==> config.mk <==
export PLATFORM = sky130hd
export DESIGN_NAME = nearest_note_tuner_flat
export DESIGN_NICKNAME = d
export VERILOG_FILES = /design/src/nnt_pkg.sv /design/src/nnt_if.sv /design/src/nnt_divider.sv /design/src/nearest_note_tuner.sv /design/src/flat_wrapper.sv
export SDC_FILE = /design/constraint.sdc
export NUM_CORES = 2
export LEC_CHECK = 0
export ABC_CLOCK_PERIOD_IN_PS = 16950
export BUFFER_PORTS_ARGS = -buffer_cell sky130_fd_sc_hd__buf_4
export CORE_MARGIN = 1
export CORE_UTILIZATION = 50
export DETAILED_ROUTE_END_ITERATION = 8
export PLACE_DENSITY = 0.7
export SYNTH_ARGS = -nofsm -noshare
export SYNTH_HDL_FRONTEND = slang
export SYNTH_SLANG_ARGS = --single-unit
export TNS_END_PERCENT = 10
==> constraint.sdc <==
create_clock -name clk -period 16.95 [get_ports clk]
set_input_delay 1.695 -clock clk [delete_from_list [all_inputs] [get_ports clk]]
set_output_delay 1.695 -clock clk [all_outputs]
set_load 0.01 [all_outputs]
==> src/nnt_pkg.sv <==
// Package with constants, tables and types of the nearest-note tuner.
package nnt_pkg;

  localparam int unsigned CLOCK_HZ_DEF      = 4197000;
  localparam int unsigned HISTORY_DEPTH_DEF = 10;
  localparam int unsigned OCTAVE_COUNT_DEF  = 3;
  localparam int unsigned NOTE_COUNT        = 12;
  localparam int unsigned BAR_MAX           = 7;
  localparam logic [28:0] FREQ_SAT          = 29'h1FFF_FFFF;

  localparam logic [1:0] REG_STABILITY = 2'd0;
  localparam logic [1:0] REG_CHANGE    = 2'd1;
  localparam logic [1:0] REG_MATCH     = 2'd2;

  typedef enum logic [2:0] {
    ST_IDLE,
    ST_SEARCH,
    ST_DEV,
    ST_HIST,
    ST_DIV,
    ST_DONE
  } state_t;

  function automatic logic [15:0] note_centihz(input logic [3:0] n);
    logic [15:0] r;
    unique case (n)
      4'd0:    r = 16'd6541;
      4'd1:    r = 16'd6930;
      4'd2:    r = 16'd7342;
      4'd3:    r = 16'd7778;
      4'd4:    r = 16'd8241;
      4'd5:    r = 16'd8731;
      4'd6:    r = 16'd9250;
      4'd7:    r = 16'd9800;
      4'd8:    r = 16'd10383;
      4'd9:    r = 16'd11000;
      4'd10:   r = 16'd11654;
      default: r = 16'd12347;
    endcase
    return r;
  endfunction

  function automatic logic [32:0] bar_thresh(input logic [2:0] k);
    logic [32:0] r;
    unique case (k)
      3'd0:    r = 33'd4303836693;
      3'd1:    r = 33'd4321630472;
      3'd2:    r = 33'd4339497818;
      3'd3:    r = 33'd4357439034;
      3'd4:    r = 33'd4375454426;
      3'd5:    r = 33'd4393544302;
      default: r = 33'd4411708968;
    endcase
    return r;
  endfunction

endpackage

==> src/nnt_if.sv <==
// Valid/ready channel interfaces of the tuner.
interface nnt_in_if;
  logic        valid;
  logic        ready;
  logic [15:0] period_count;
  modport source (output valid, output period_count, input ready);
  modport sink (input valid, input period_count, output ready);
  modport monitor (input valid, input period_count, input ready);
endinterface

interface nnt_out_if;
  logic              valid;
  logic              ready;
  logic [3:0]        note_index;
  logic [1:0]        octave;
  logic signed [3:0] deviation;
  logic              stable;
  logic              report_valid;
  logic [28:0]       frequency_centihz;
  modport source (output valid, output note_index, output octave, output deviation,
                  output stable, output report_valid, output frequency_centihz,
                  input ready);
  modport sink (input valid, input note_index, input octave, input deviation,
                input stable, input report_valid, input frequency_centihz,
                output ready);
  modport monitor (input valid, input note_index, input octave, input deviation,
                   input stable, input report_valid, input frequency_centihz,
                   input ready);
endinterface

interface nnt_cfg_if;
  logic        valid;
  logic        ready;
  logic [1:0]  index;
  logic [15:0] data;
  modport source (output valid, output index, output data, input ready);
  modport sink (input valid, input index, input data, output ready);
  modport monitor (input valid, input index, input data, input ready);
endinterface

==> src/nnt_divider.sv <==
// Restoring divider, one quotient bit per cycle.
module nnt_divider #(
  parameter int unsigned NUM_W = 32
) (
  input  logic             clk,
  input  logic             rst,
  input  logic             start,
  input  logic [NUM_W-1:0] numer,
  input  logic [15:0]      denom,
  output logic             done,
  output logic [NUM_W-1:0] quot
);
  localparam int unsigned CNT_W = $clog2(NUM_W + 1);

  logic [NUM_W-1:0] num_sh;
  logic [15:0]      rem;
  logic [15:0]      den;
  logic [CNT_W-1:0] cnt;
  logic             busy;
  logic [16:0]      trial;

  assign trial = {rem, num_sh[NUM_W-1]};

  always_ff @(posedge clk) begin
    if (rst) begin
      busy <= 1'b0;
      done <= 1'b0;
      cnt  <= '0;
    end else begin
      done <= 1'b0;
      if (start) begin
        busy   <= 1'b1;
        num_sh <= numer;
        den    <= denom;
        rem    <= '0;
        cnt    <= CNT_W'(NUM_W);
      end else if (busy) begin
        num_sh <= {num_sh[NUM_W-2:0], 1'b0};
        if (trial >= {1'b0, den}) begin
          rem  <= 16'(trial - {1'b0, den});
          quot <= {quot[NUM_W-2:0], 1'b1};
        end else begin
          rem  <= trial[15:0];
          quot <= {quot[NUM_W-2:0], 1'b0};
        end
        cnt <= cnt - 1'b1;
        if (cnt == CNT_W'(1)) begin
          busy <= 1'b0;
          done <= 1'b1;
        end
      end
    end
  end
endmodule

==> src/nearest_note_tuner.sv <==
// Top level of the nearest-note tuner.
//   channel  role    payload
//   in_ch    sink    period_count
//   out_ch   source  note_index, octave, deviation, stable, report_valid, frequency
//   cfg_ch   sink    index, data
// One item goes from acceptance to the next ready through a table search one entry a
// cycle, one reference load and seven bar compares, a history walk one pair a cycle, a
// 32-step divide, a result held until it is taken and a return to idle. The walk ends
// early and the divide is skipped when the history is unsteady; the divide is also
// skipped when the count is zero. Reset is synchronous and restores the state, limits,
// held note and an empty history. The input is not ready until the result is taken.
module nearest_note_tuner #(
  parameter int unsigned CLOCK_HZ      = nnt_pkg::CLOCK_HZ_DEF,
  parameter int unsigned HISTORY_DEPTH = nnt_pkg::HISTORY_DEPTH_DEF,
  parameter int unsigned OCTAVE_COUNT  = nnt_pkg::OCTAVE_COUNT_DEF
) (
  input logic clk,
  input logic rst,
  nnt_in_if.sink    in_ch,
  nnt_out_if.source out_ch,
  nnt_cfg_if.sink   cfg_ch
);
  localparam int unsigned ENTRIES = nnt_pkg::NOTE_COUNT * OCTAVE_COUNT;
  localparam int unsigned E_W     = $clog2(ENTRIES + 1);
  localparam int unsigned H_W     = $clog2(HISTORY_DEPTH);
  localparam logic [31:0] NUMER   = 32'(64'(CLOCK_HZ) * 100);
  localparam logic [28:0] FREQ_SAT_L = nnt_pkg::FREQ_SAT;

  logic [31:0] ref_tab [ENTRIES];
  for (genvar o = 0; o < OCTAVE_COUNT; o++) begin : g_oct
    for (genvar n = 0; n < nnt_pkg::NOTE_COUNT; n++) begin : g_note
      localparam logic [31:0] REF_P =
        32'((64'(CLOCK_HZ) * 100) / (64'(nnt_pkg::note_centihz(4'(n))) << o));
      assign ref_tab[o * nnt_pkg::NOTE_COUNT + n] = REF_P;
    end
  end

  nnt_pkg::state_t state, state_next;
  logic [15:0] stability_limit, change_limit, match_limit;
  logic [15:0] period_history [HISTORY_DEPTH];
  logic [H_W-1:0] history_pointer;
  logic [3:0]  held_note;
  logic [1:0]  held_octave;
  logic [28:0] last_reported_freq;
  logic [15:0] count;
  logic [31:0] best;
  logic [E_W-1:0] idx;
  logic [3:0]  ni;
  logic [1:0]  oi;
  logic        refp_ok;
  logic [31:0] refp;
  logic [2:0]  k;
  logic signed [3:0] dev;
  logic        stable;
  logic [H_W-1:0] hidx;
  logic        rep;
  logic [28:0] freq;
  logic        div_start, div_done;
  logic [31:0] quot;

  logic [31:0] cur_ref, delta;
  logic [51:0] lhs_up, rhs_up, lhs_dn, rhs_dn;
  logic [16:0] hdiff;
  logic [32:0] f_round;
  logic [28:0] f_sat, fdiff;

  assign cur_ref = ref_tab[idx[E_W-1:0] < E_W'(ENTRIES) ? idx : '0];
  assign delta   = cur_ref > {16'd0, count} ? cur_ref - {16'd0, count}
                                             : {16'd0, count} - cur_ref;
  assign lhs_up  = {refp[19:0], 32'd0};
  assign rhs_up  = 52'(count) * 52'(nnt_pkg::bar_thresh(k));
  assign lhs_dn  = {4'd0, count, 32'd0};
  assign rhs_dn  = 52'(refp[19:0]) * 52'(nnt_pkg::bar_thresh(k));
  assign hdiff   = period_history[hidx] > period_history[hidx - 1'b1]
                 ? 17'(period_history[hidx]) - 17'(period_history[hidx - 1'b1])
                 : 17'(period_history[hidx - 1'b1]) - 17'(period_history[hidx]);
  assign f_round = 33'(quot);
  assign f_sat   = f_round > 33'(FREQ_SAT_L) ? FREQ_SAT_L : f_round[28:0];
  assign fdiff   = f_sat > last_reported_freq ? f_sat - last_reported_freq
                                              : last_reported_freq - f_sat;

  nnt_divider #(.NUM_W(32)) u_div (
    .clk(clk), .rst(rst), .start(div_start),
    .numer(NUMER + 32'(count >> 1)), .denom(count),
    .done(div_done), .quot(quot)
  );

  assign in_ch.ready  = (state == nnt_pkg::ST_IDLE);
  assign cfg_ch.ready = (state == nnt_pkg::ST_IDLE);
  assign out_ch.valid = (state == nnt_pkg::ST_DONE);
  assign out_ch.note_index = held_note;
  assign out_ch.octave = held_octave;
  assign out_ch.deviation = dev;
  assign out_ch.stable = stable;
  assign out_ch.report_valid = rep;
  assign out_ch.frequency_centihz = freq;

  always_comb begin
    state_next = state;
    div_start = 1'b0;
    unique case (state)
      nnt_pkg::ST_IDLE:   if (in_ch.valid) state_next = nnt_pkg::ST_SEARCH;
      nnt_pkg::ST_SEARCH: if (idx == E_W'(ENTRIES - 1)) state_next = nnt_pkg::ST_DEV;
      nnt_pkg::ST_DEV:    if (k == 3'(nnt_pkg::BAR_MAX - 1)) state_next = nnt_pkg::ST_HIST;
      nnt_pkg::ST_HIST: begin
        if (hdiff > 17'(stability_limit)) begin
          state_next = nnt_pkg::ST_DONE;
        end else if (hidx == H_W'(HISTORY_DEPTH - 1)) begin
          if (count != 16'd0) begin
            state_next = nnt_pkg::ST_DIV;
            div_start = 1'b1;
          end else begin
            state_next = nnt_pkg::ST_DONE;
          end
        end
      end
      nnt_pkg::ST_DIV:    if (div_done) state_next = nnt_pkg::ST_DONE;
      nnt_pkg::ST_DONE:   if (out_ch.ready) state_next = nnt_pkg::ST_IDLE;
      default:            state_next = nnt_pkg::ST_IDLE;
    endcase
  end

  always_ff @(posedge clk) begin
    if (rst) begin
      state <= nnt_pkg::ST_IDLE;
      stability_limit <= 16'd1000;
      change_limit <= 16'd10;
      match_limit <= 16'd65000;
      for (int i = 0; i < HISTORY_DEPTH; i++) period_history[i] <= '0;
      history_pointer <= '0;
      held_note <= '0;
      held_octave <= '0;
      last_reported_freq <= '0;
    end else begin
      state <= state_next;
      unique case (state)
        nnt_pkg::ST_IDLE: begin
          if (cfg_ch.valid) begin
            unique case (cfg_ch.index)
              nnt_pkg::REG_STABILITY: stability_limit <= cfg_ch.data;
              nnt_pkg::REG_CHANGE:    change_limit <= cfg_ch.data;
              nnt_pkg::REG_MATCH:     match_limit <= cfg_ch.data;
              default: ;
            endcase
          end
          if (in_ch.valid) begin
            count <= in_ch.period_count;
            best <= {16'd0, match_limit};
            idx <= '0;
            ni <= '0;
            oi <= '0;
            refp_ok <= 1'b0;
          end
        end
        nnt_pkg::ST_SEARCH: begin
          if (delta < best) begin
            best <= delta;
            held_note <= ni;
            held_octave <= oi;
          end
          idx <= idx + 1'b1;
          if (ni == 4'(nnt_pkg::NOTE_COUNT - 1)) begin
            ni <= '0;
            oi <= oi + 1'b1;
          end else begin
            ni <= ni + 1'b1;
          end
          if (idx == E_W'(ENTRIES - 1)) begin
            k <= '0;
            dev <= '0;
          end
        end
        nnt_pkg::ST_DEV: begin
          if (!refp_ok) begin
            refp <= ref_tab[E_W'(held_octave) * E_W'(nnt_pkg::NOTE_COUNT) + E_W'(held_note)];
            refp_ok <= 1'b1;
          end else begin
            if (lhs_up >= rhs_up) dev <= 4'(k) + 4'sd1;
            else if (lhs_dn >= rhs_dn) dev <= -(4'(k) + 4'sd1);
            k <= k + 1'b1;
          end
          if (k == 3'(nnt_pkg::BAR_MAX - 1)) begin
            period_history[history_pointer] <= count;
            history_pointer <= history_pointer == H_W'(HISTORY_DEPTH - 1)
                             ? '0 : history_pointer + 1'b1;
            hidx <= H_W'(1);
            stable <= 1'b1;
            rep <= 1'b0;
            freq <= '0;
          end
        end
        nnt_pkg::ST_HIST: begin
          if (hdiff > 17'(stability_limit)) stable <= 1'b0;
          if (hidx != H_W'(HISTORY_DEPTH - 1)) hidx <= hidx + 1'b1;
        end
        nnt_pkg::ST_DIV: begin
          if (div_done && fdiff > 29'(change_limit)) begin
            rep <= 1'b1;
            freq <= f_sat;
            last_reported_freq <= f_sat;
          end
        end
        default: ;
      endcase
    end
  end

  assert property (@(posedge clk) disable iff (rst) out_ch.valid |-> !in_ch.ready)
    else $error("input ready while a result waits");
  assert property (@(posedge clk) disable iff (rst)
    out_ch.valid && !out_ch.ready |=> out_ch.valid && $stable(out_ch.frequency_centihz))
    else $error("result changed under stall");
  assert property (@(posedge clk) disable iff (rst)
    out_ch.valid |-> out_ch.report_valid || out_ch.frequency_centihz == '0)
    else $error("frequency without report");
  assert property (@(posedge clk) disable iff (rst)
    out_ch.valid && out_ch.report_valid |-> out_ch.stable)
    else $error("report while unstable");
endmodule
==> src/flat_wrapper.sv <==
// flat-port wrapper written by rule: the top's interface ports become plain ports
module nearest_note_tuner_flat 
#(
  parameter int unsigned CLOCK_HZ      = nnt_pkg::CLOCK_HZ_DEF,
  parameter int unsigned HISTORY_DEPTH = nnt_pkg::HISTORY_DEPTH_DEF,
  parameter int unsigned OCTAVE_COUNT  = nnt_pkg::OCTAVE_COUNT_DEF
)
  (clk, rst, in_ch_valid, in_ch_period_count, in_ch_ready, out_ch_valid, out_ch_note_index, out_ch_octave, out_ch_deviation, out_ch_stable, out_ch_report_valid, out_ch_frequency_centihz, out_ch_ready, cfg_ch_valid, cfg_ch_index, cfg_ch_data, cfg_ch_ready);
  nnt_in_if in_ch_i ();
  nnt_out_if out_ch_i ();
  nnt_cfg_if cfg_ch_i ();
  input logic clk;
  input logic rst;
  input wire logic [$bits(in_ch_i.valid)-1:0] in_ch_valid;
  input wire logic [$bits(in_ch_i.period_count)-1:0] in_ch_period_count;
  output wire logic [$bits(in_ch_i.ready)-1:0] in_ch_ready;
  output wire logic [$bits(out_ch_i.valid)-1:0] out_ch_valid;
  output wire logic [$bits(out_ch_i.note_index)-1:0] out_ch_note_index;
  output wire logic [$bits(out_ch_i.octave)-1:0] out_ch_octave;
  output wire logic [$bits(out_ch_i.deviation)-1:0] out_ch_deviation;
  output wire logic [$bits(out_ch_i.stable)-1:0] out_ch_stable;
  output wire logic [$bits(out_ch_i.report_valid)-1:0] out_ch_report_valid;
  output wire logic [$bits(out_ch_i.frequency_centihz)-1:0] out_ch_frequency_centihz;
  input wire logic [$bits(out_ch_i.ready)-1:0] out_ch_ready;
  input wire logic [$bits(cfg_ch_i.valid)-1:0] cfg_ch_valid;
  input wire logic [$bits(cfg_ch_i.index)-1:0] cfg_ch_index;
  input wire logic [$bits(cfg_ch_i.data)-1:0] cfg_ch_data;
  output wire logic [$bits(cfg_ch_i.ready)-1:0] cfg_ch_ready;
  assign in_ch_i.valid = in_ch_valid;
  assign in_ch_i.period_count = in_ch_period_count;
  assign in_ch_ready = in_ch_i.ready;
  assign out_ch_valid = out_ch_i.valid;
  assign out_ch_note_index = out_ch_i.note_index;
  assign out_ch_octave = out_ch_i.octave;
  assign out_ch_deviation = out_ch_i.deviation;
  assign out_ch_stable = out_ch_i.stable;
  assign out_ch_report_valid = out_ch_i.report_valid;
  assign out_ch_frequency_centihz = out_ch_i.frequency_centihz;
  assign out_ch_i.ready = out_ch_ready;
  assign cfg_ch_i.valid = cfg_ch_valid;
  assign cfg_ch_i.index = cfg_ch_index;
  assign cfg_ch_i.data = cfg_ch_data;
  assign cfg_ch_ready = cfg_ch_i.ready;
  nearest_note_tuner #(.CLOCK_HZ(CLOCK_HZ), .HISTORY_DEPTH(HISTORY_DEPTH), .OCTAVE_COUNT(OCTAVE_COUNT)) u_core (.clk(clk), .rst(rst), .in_ch(in_ch_i), .out_ch(out_ch_i), .cfg_ch(cfg_ch_i));
endmodule
**Word-level counts from Yosys, hierarchy flattened**

Memory sizes are Yosys's and may differ from the RTL's. A register that Yosys moved wholly into a read port is not among the register bits.
Cells that the tools add are included.

- Register bits: 297
- RAM bits: 160
- ROM bits: 4,096
- Input bits: 39
- Output and inout port bits: 44
- Logic and storage cells: 214
- Memories kept: 3

Memory list:

| memory | words | bits a word | rd ports | clocked after memory_dff | wr ports | RTL line | text |
|---|---|---|---|---|---|---|---|
| (no name shown) | 64 | 32 | 1 | 0 | 0 | nearest_note_tuner.sv:67 | `assign cur_ref = ref_tab[idx[E_W-1:0] < E_W'(ENTRIES) ? idx : '0];` |
| (no name shown) | 64 | 32 | 1 | 1 | 0 | nearest_note_tuner.sv:175 | `refp <= ref_tab[E_W'(held_octave) * E_W'(nnt_pkg::NOTE_COUNT) + E_W'(held_note)];` |
| u_core.period_history | 10 | 16 | 2 | 1 | 10 | nearest_note_tuner.sv:40 | `logic [15:0] period_history [HISTORY_DEPTH];` |

- $add $sub $neg: 19
- Multipliers: 3
- Magnitude comparators: 12
- Equal/unequal tests: 32
- Mux-type cells: 76
- Bitwise gates (word level): 6
- Reductions and logical operators: 35

Operator list:

| operator | number |
|---|---|
| 32-bit 2-to-1 mux | 7 |
| 27-bit case mux with 6 select lines | 1 |
| 29-bit 2-to-1 mux | 4 |
| 32-bit case mux with 2 select lines | 1 |
| 29-bit case mux with 2 select lines | 1 |
| 29-bit subtractor | 2 |
| 48-bit by 52-bit greater-or-equal comparator with 1-bit output | 1 |
| 52-bit by 49-bit greater-or-equal comparator with 1-bit output | 1 |
| 20-bit by 33-bit multiplier with 52-bit output | 1 |
| 16-bit by 33-bit multiplier with 49-bit output | 1 |
| 16-bit 2-to-1 mux | 3 |
| 4-bit 2-to-1 mux | 11 |
| 16-bit by 16-bit subtractor with 17-bit output | 2 |
| 32-bit by 16-bit > comparator with 1-bit output | 1 |
| 32-bit by 29-bit > comparator with 1-bit output (second input constant) | 1 |
| 32-bit less-than comparator | 1 |
| 16-bit by 32-bit subtractor with 32-bit output | 1 |
| 32-bit by 16-bit subtractor with 32-bit output | 1 |
| 29-bit by 15-bit adder with 30-bit output (first input constant) | 1 |
| 29-bit by 16-bit > comparator with 1-bit output | 1 |
| 29-bit > comparator | 1 |
| 3-bit 2-to-1 mux | 9 |
| 6-bit 2-to-1 mux | 4 |
| 4-bit case mux with 2 select lines | 3 |
| 51 further kinds | 123 |

**Longest topological paths before layout**

- Depth after elaboration: 11
- Gate-level depth with buffers: 47
- Depth with buffers taken out: 45

**Modules after synthesis**

A second synthesis with hierarchy kept.

- Cell total of the unflattened synthesis: 6,867
- Area, all modules: 66,377.4 um^2

By module, submodules not included:

| module | times used | cells each | area an instance (um^2) | sequential area each (um^2) |
|---|---|---|---|---|
| nearest_note_tuner | 1 | 6,501 | 61,438.9 | 13,112.6 |
| nnt_divider | 1 | 366 | 4,938.5 | 3,042.9 |

**Worst setup path before layout**

No wires, ideal clock.

- Path type: register to register
- Start point: register u_core.k[2]
- End point: register u_core.dev[0] (netlist: u_core.out_ch.deviation[0]) (enable)
- Setup time: 310 ps
- Arrival: 10,816 ps
- Required time: 16,640 ps
- Setup slack: 5,824 ps
- Cell stages (with the launch flop): 44
- Path buffers: 4
- Period minus slack after synthesis: 11,126 ps
- Cell sequence: edfxtp_1 clkbuf_1 inv_1 clkbuf_1 ha_1 or3_1 clkbuf_1 clkbuf_1 and2_1 fa_1 fa_1 inv_1 fa_1 inv_1 fa_1 inv_1 fa_1 inv_1 [8 not listed] o31a_1 o21ai_1 o41ai_1 o21ai_1 a221oi_1 o31ai_1 xnor2_1 ha_1 nand4_1 nor3_1 o31a_1 and3_1 nand4_1 or4_1 nor4_1 nand4_1 o41ai_1 a32o_1

- Cells in the longest elaborated chain, start to end: 6
- Elaborated cells between the ends (all ways): 13
- Classes of those cells: 2 x mul; 2 x order compare; 6 x eq/ne; 1 x mux; 2 x reduce/logical

RTL lines:

| what | RTL line | text |
|---|---|---|
| start, declared | nearest_note_tuner.sv:52 | `logic [2:0] k;` |
| start signal, assigned | nearest_note_tuner.sv:180 | `k <= k + 1'b1;` |
| 3-bit == test, or another cell as far along | nnt_pkg.sv:45 | `unique case (k)` |
| 27-bit case mux with 6 select lines * | nnt_pkg.sv:45 |  |
| 20-bit by 33-bit multiplier with 52-bit output / 16-bit by 33-bit multiplier with 49-bit output (equally long branches) | nearest_note_tuner.sv:73, nearest_note_tuner.sv:71 |  |
| 48-bit by 52-bit greater-or-equal comparator with 1-bit output / 52-bit by 49-bit greater-or-equal comparator with 1-bit output (equally long branches) | nearest_note_tuner.sv:179, nearest_note_tuner.sv:178 |  |
| 3-bit by 1-bit != test with 1-bit output (no source line) * | n/a |  |
| 5-bit AND reduction (no source line) * | n/a |  |
| end signal, assigned | nearest_note_tuner.sv:178 | `if (lhs_up >= rhs_up) dev <= 4'(k) + 4'sd1;` |
| end signal, assigned | nearest_note_tuner.sv:179 | `else if (lhs_dn >= rhs_dn) dev <= -(4'(k) + 4'sd1);` |
| end, declared | nearest_note_tuner.sv:53 | `logic signed [3:0] dev;` |

Every way passes the cells marked *; elsewhere a longest branch is shown, timed or not.
A chain may end at the register's enable or synchronous reset.

**Worst setup path in the final report**

- Start point: register u_core.k[2]
- End point: register u_core.dev[3] (netlist: u_core.out_ch.deviation[3]) (enable)

Same word-level chain as after synthesis.

==> results_dict.tcl <==
set metrics [dict create \
    grt-busiest-layer "met2" \
    drive_gt1_share_pct 8.36 \
    clkLatencyLatePin_ns 0.72 \
    syn_inst 6736 \
    endpoint_kind "flip-flop" \
    syn_avg_cell_area_um2 9.69 \
    worst_slack_ns 2.72 \
    r2r-end "u_core.out_ch.deviation[3]$_SDFFCE_PN0P_" \
    synth.top_cells.by_count "1105 x inv_1, 727 x nand2_1, 723 x fa_1, 586 x ha_1, 492 x nor2_1" \
    grt_pass1_vias 50700 \
    cp.arrival_ns 14.64 \
    initial_core_util_pct 50.4 \
    critPathLaunchType "flip-flop" \
    critPathSlowestCell "nand2_1" \
    synth_cell_type_count 103 \
    floorplan.rows 132 \
    place_ws_ns 3.22 \
    crit_buf_inv 6 \
    reg2reg_depth 41 \
    grt_max_degree 71 \
    maxCapViolCount 0 \
    place_inst 8315 \
    power_mw 5.78 \
    min_to "u_core.u_div.quot[31]$_DFFE_PP_" \
    synth_top_area_share_pct 22.2 \
    ys_ff_latch 572 \
    routed_wl_um 199000 \
    synth_compound_area_share_pct 10.3 \
    numCtsBuffers 61 \
    hold_class "flip-flop to flip-flop" \
    synth.most_common_cell "inv_1" \
    cts_resized 0 \
    post_cts_buffers 0 \
    pin_count 83 \
    antenna_left 0 \
    avgRoutedWirePerCell_um 23.6 \
    synth_top_family_by_area "adder cells" \
    p_leak_nw 31.3 \
    peakVddDrop_mv 0.0995 \
    finalNetCount 7984 \
    grtUsageTotal_pct 30.4 \
    clk_path_buf_depth 3 \
    numPortBuffers 82 \
    drc 0 \
    synthArstFlopShare_pct 0 \
    holdPathStages 0 \
    slowest_delay_ns 0.83 \
    r2r_start "u_core.k[2]$_SDFFCE_PN0P_" \
    fin_skew_ns 0.0857 \
    routabilityCongestion 0.978 \
    synth_xor_area_share_pct 1.91 \
    worstMarginPinSlew_ns 1.31 \
    postSynthNetCount 8084 \
    synth_area_um2 65300 \
    fmax_mhz 70.3 \
    path_clk_slew_ns 0.06 \
    synth_edf_count 470 \
    ys_seq_area_share_pct 24.8 \
    h-tree-depth 2 \
    status "completed" \
    synthFlopType "edfxtp_1" \
    die_y_um 363 \
    grtUsageMet1_pct 41.2 \
    slew_viol_final 0 \
    die_w_um 363 \
    clkSinkCount 572 \
    tritoncts "yes" \
    vias_per_cell 6.01 \
    setup_viol 0 \
    gr-total-overflow 0 \
    drt_iter0_drc 5622 \
    dr.pass1.iters 6 \
    cts_hold_buffers 0 \
    die-area_um2 132000 \
    antenna_found_initial 11 \
    netlist.top_cell.by_area "fa_1" \
    finalCritPeriodShare_pct 84.0 \
    grt.met3_usage_pct 6.62 \
    slew_headroom_pct 12.0 \
    timing_hold_violations_final 0 \
    cp_max_fo 44 \
    synth-adder-area-share_pct 33.4 \
    critPathMostFrequentCell "fa_1" \
    synthTopCellsByArea "fa_1 22%, edfxtp_1 22%, ha_1 11%" \
    hold_ws_ns 0.439 \
    cts_root_buffer "clkbuf_16" \
    period_needed_ns 14.23 \
    area_delta_synth_final_pct 6.90 \
    power_density_nw_per_um2 82.8 \
    stdcell_count 8431 \
    hpwlAfterDp_um 146000 \
    r2r_slack_ns 2.72 \
    yosys.area_share.simple_pct 14.1 \
    cp_top_family "adder cells" \
    vias 50700 \
    fin_tns_setup_ns 0 \
    grt_pass1_wl_um 306000 \
    crit_type "flip-flop to flip-flop" \
    grt_use_met2_pct 47.6 \
    yosysWarnings 0 \
    hp-start "u_core.u_div.quot[30]$_DFFE_PP_" \
    worstPathRequired_ns 17.36 \
    synthMuxAreaShare_pct 6.99 \
    core-area_um2 129000 \
    rsz0062_at_grt "false" \
]
==> power by group <==
group	switching, mW	total (mW)	internal, mW	leakage [nW]
combinational	1.68	2.78	1.11	25.0
clock	0.611	1.41	0.800	1.01
sequential	0.0288	1.59	1.56	5.33
total	2.32	5.78	3.46	31.3
==> cell usage in the layout, fill, tap and decap left out, types with 162 or more instances in the layout <==
cell	n
a21oi_1	331
and2_1	246
buf_4	193
edfxtp_1	470
fa_1	723
ha_1	584
inv_1	1105
mux4_2	162
nand2_1	727
nor2_1	485
o21ai_0	180
==> layer usage <==
metal / share of wire (%) / vias up
met4: 4.2 / 8
met5: 0.022 / -
li1: - / 22300
met3: 11 / 522
met2: 45 / 2893
met1: 39 / 25000
==> worst register-to-register path: cells and delay by family, from the launching register on <==
kind	cells	cell delay, ns
adder cells (fa/ha/maj)	9	4.33
AND/OR/NAND/NOR	11	3.43
XOR/XNOR	1	0.15
AO/OA/AOI/OAI	14	4.21
buffers and inverters	6	1.46
flip-flops	1	0.36
==> stage by stage <==
step	cell area [um2]	utilization [%]
after global placement	67700	52.3
after floorplan	65300	-
after detailed placement	67700	52.3
after global routing	69800	53.9
after CTS	69800	53.9
final	69800	53.9
==> flip-flops by register name, indices dropped and copies added, names as in the netlist, 6 cells and up, named ones only <==
| register | count |
|---|---|
| u_core.match_limit | 16 |
| u_core.refp | 16 |
| u_core.best | 31 |
| u_core.idx | 6 |
| u_core.u_div.den | 16 |
| u_core.change_limit | 16 |
| u_core.last_reported_freq | 29 |
| u_core.count | 16 |
| u_core.out_ch.frequency_centihz | 29 |
| u_core.u_div.num_sh | 32 |
| u_core.stability_limit | 16 |
| u_core.u_div.cnt | 6 |
| u_core.period_history | 256 |
| u_core.u_div.rem | 16 |
| u_core.u_div.quot | 32 |
==> cells by family (layout without fill, tap and decap cells) <==
logic type / count (synthesis) / in the layout
other cells: 0 / 3
simple gates: 1964 / 1964
mux: 251 / 251
buf+inv: 1467 / 1417
fa+ha+maj: 1309 / 1309
xor+xnor: 142 / 142
compound gates: 1031 / 1031
flops: 572 / 572
==> area by class of cell <==
cell class | count | area (um2)
Sequential cell | 572 | 16200
Clock buffer | 76 | 1600
Clock inverter | 37 | 475
Inverter | 1111 | 4170
Timing Repair Buffer | 193 | 1450
Tap cell | 1742 | 2180
Multi-Input combinational cell | 4697 | 43700
Antenna cell | 3 | 7.51
Fill cell | 11400 | 59700
==> worst max path at each step <==
| stage | to | cells after the start | slack (ns) | start |
|---|---|---|---|---|
| 6_report | u_core.out_ch.deviation[3]$_SDFFCE_PN0P_ | 41 | 2.72 | u_core.k[2]$_SDFFCE_PN0P_ |
| 5_1_grt | u_core.out_ch.deviation[2]$_SDFFCE_PN0P_ | 41 | 2.11 | u_core.k[2]$_SDFFCE_PN0P_ |
| 4_1_cts | u_core.out_ch.deviation[3]$_SDFFCE_PN0P_ | 41 | 3.11 | u_core.k[2]$_SDFFCE_PN0P_ |
| 3_5_place_dp | u_core.out_ch.deviation[2]$_SDFFCE_PN0P_ | 41 | 3.22 | u_core.k[2]$_SDFFCE_PN0P_ |
| 3_3_place_gp | u_core.out_ch.deviation[1]$_SDFFCE_PN0P_ | 40 | 3.62 | u_core.k[2]$_SDFFCE_PN0P_ |
| 2_1_floorplan | u_core.out_ch.deviation[0]$_SDFFCE_PN0P_ | 43 | 5.82 | u_core.k[2]$_SDFFCE_PN0P_ |
Power figures use the tool's default switching activity.
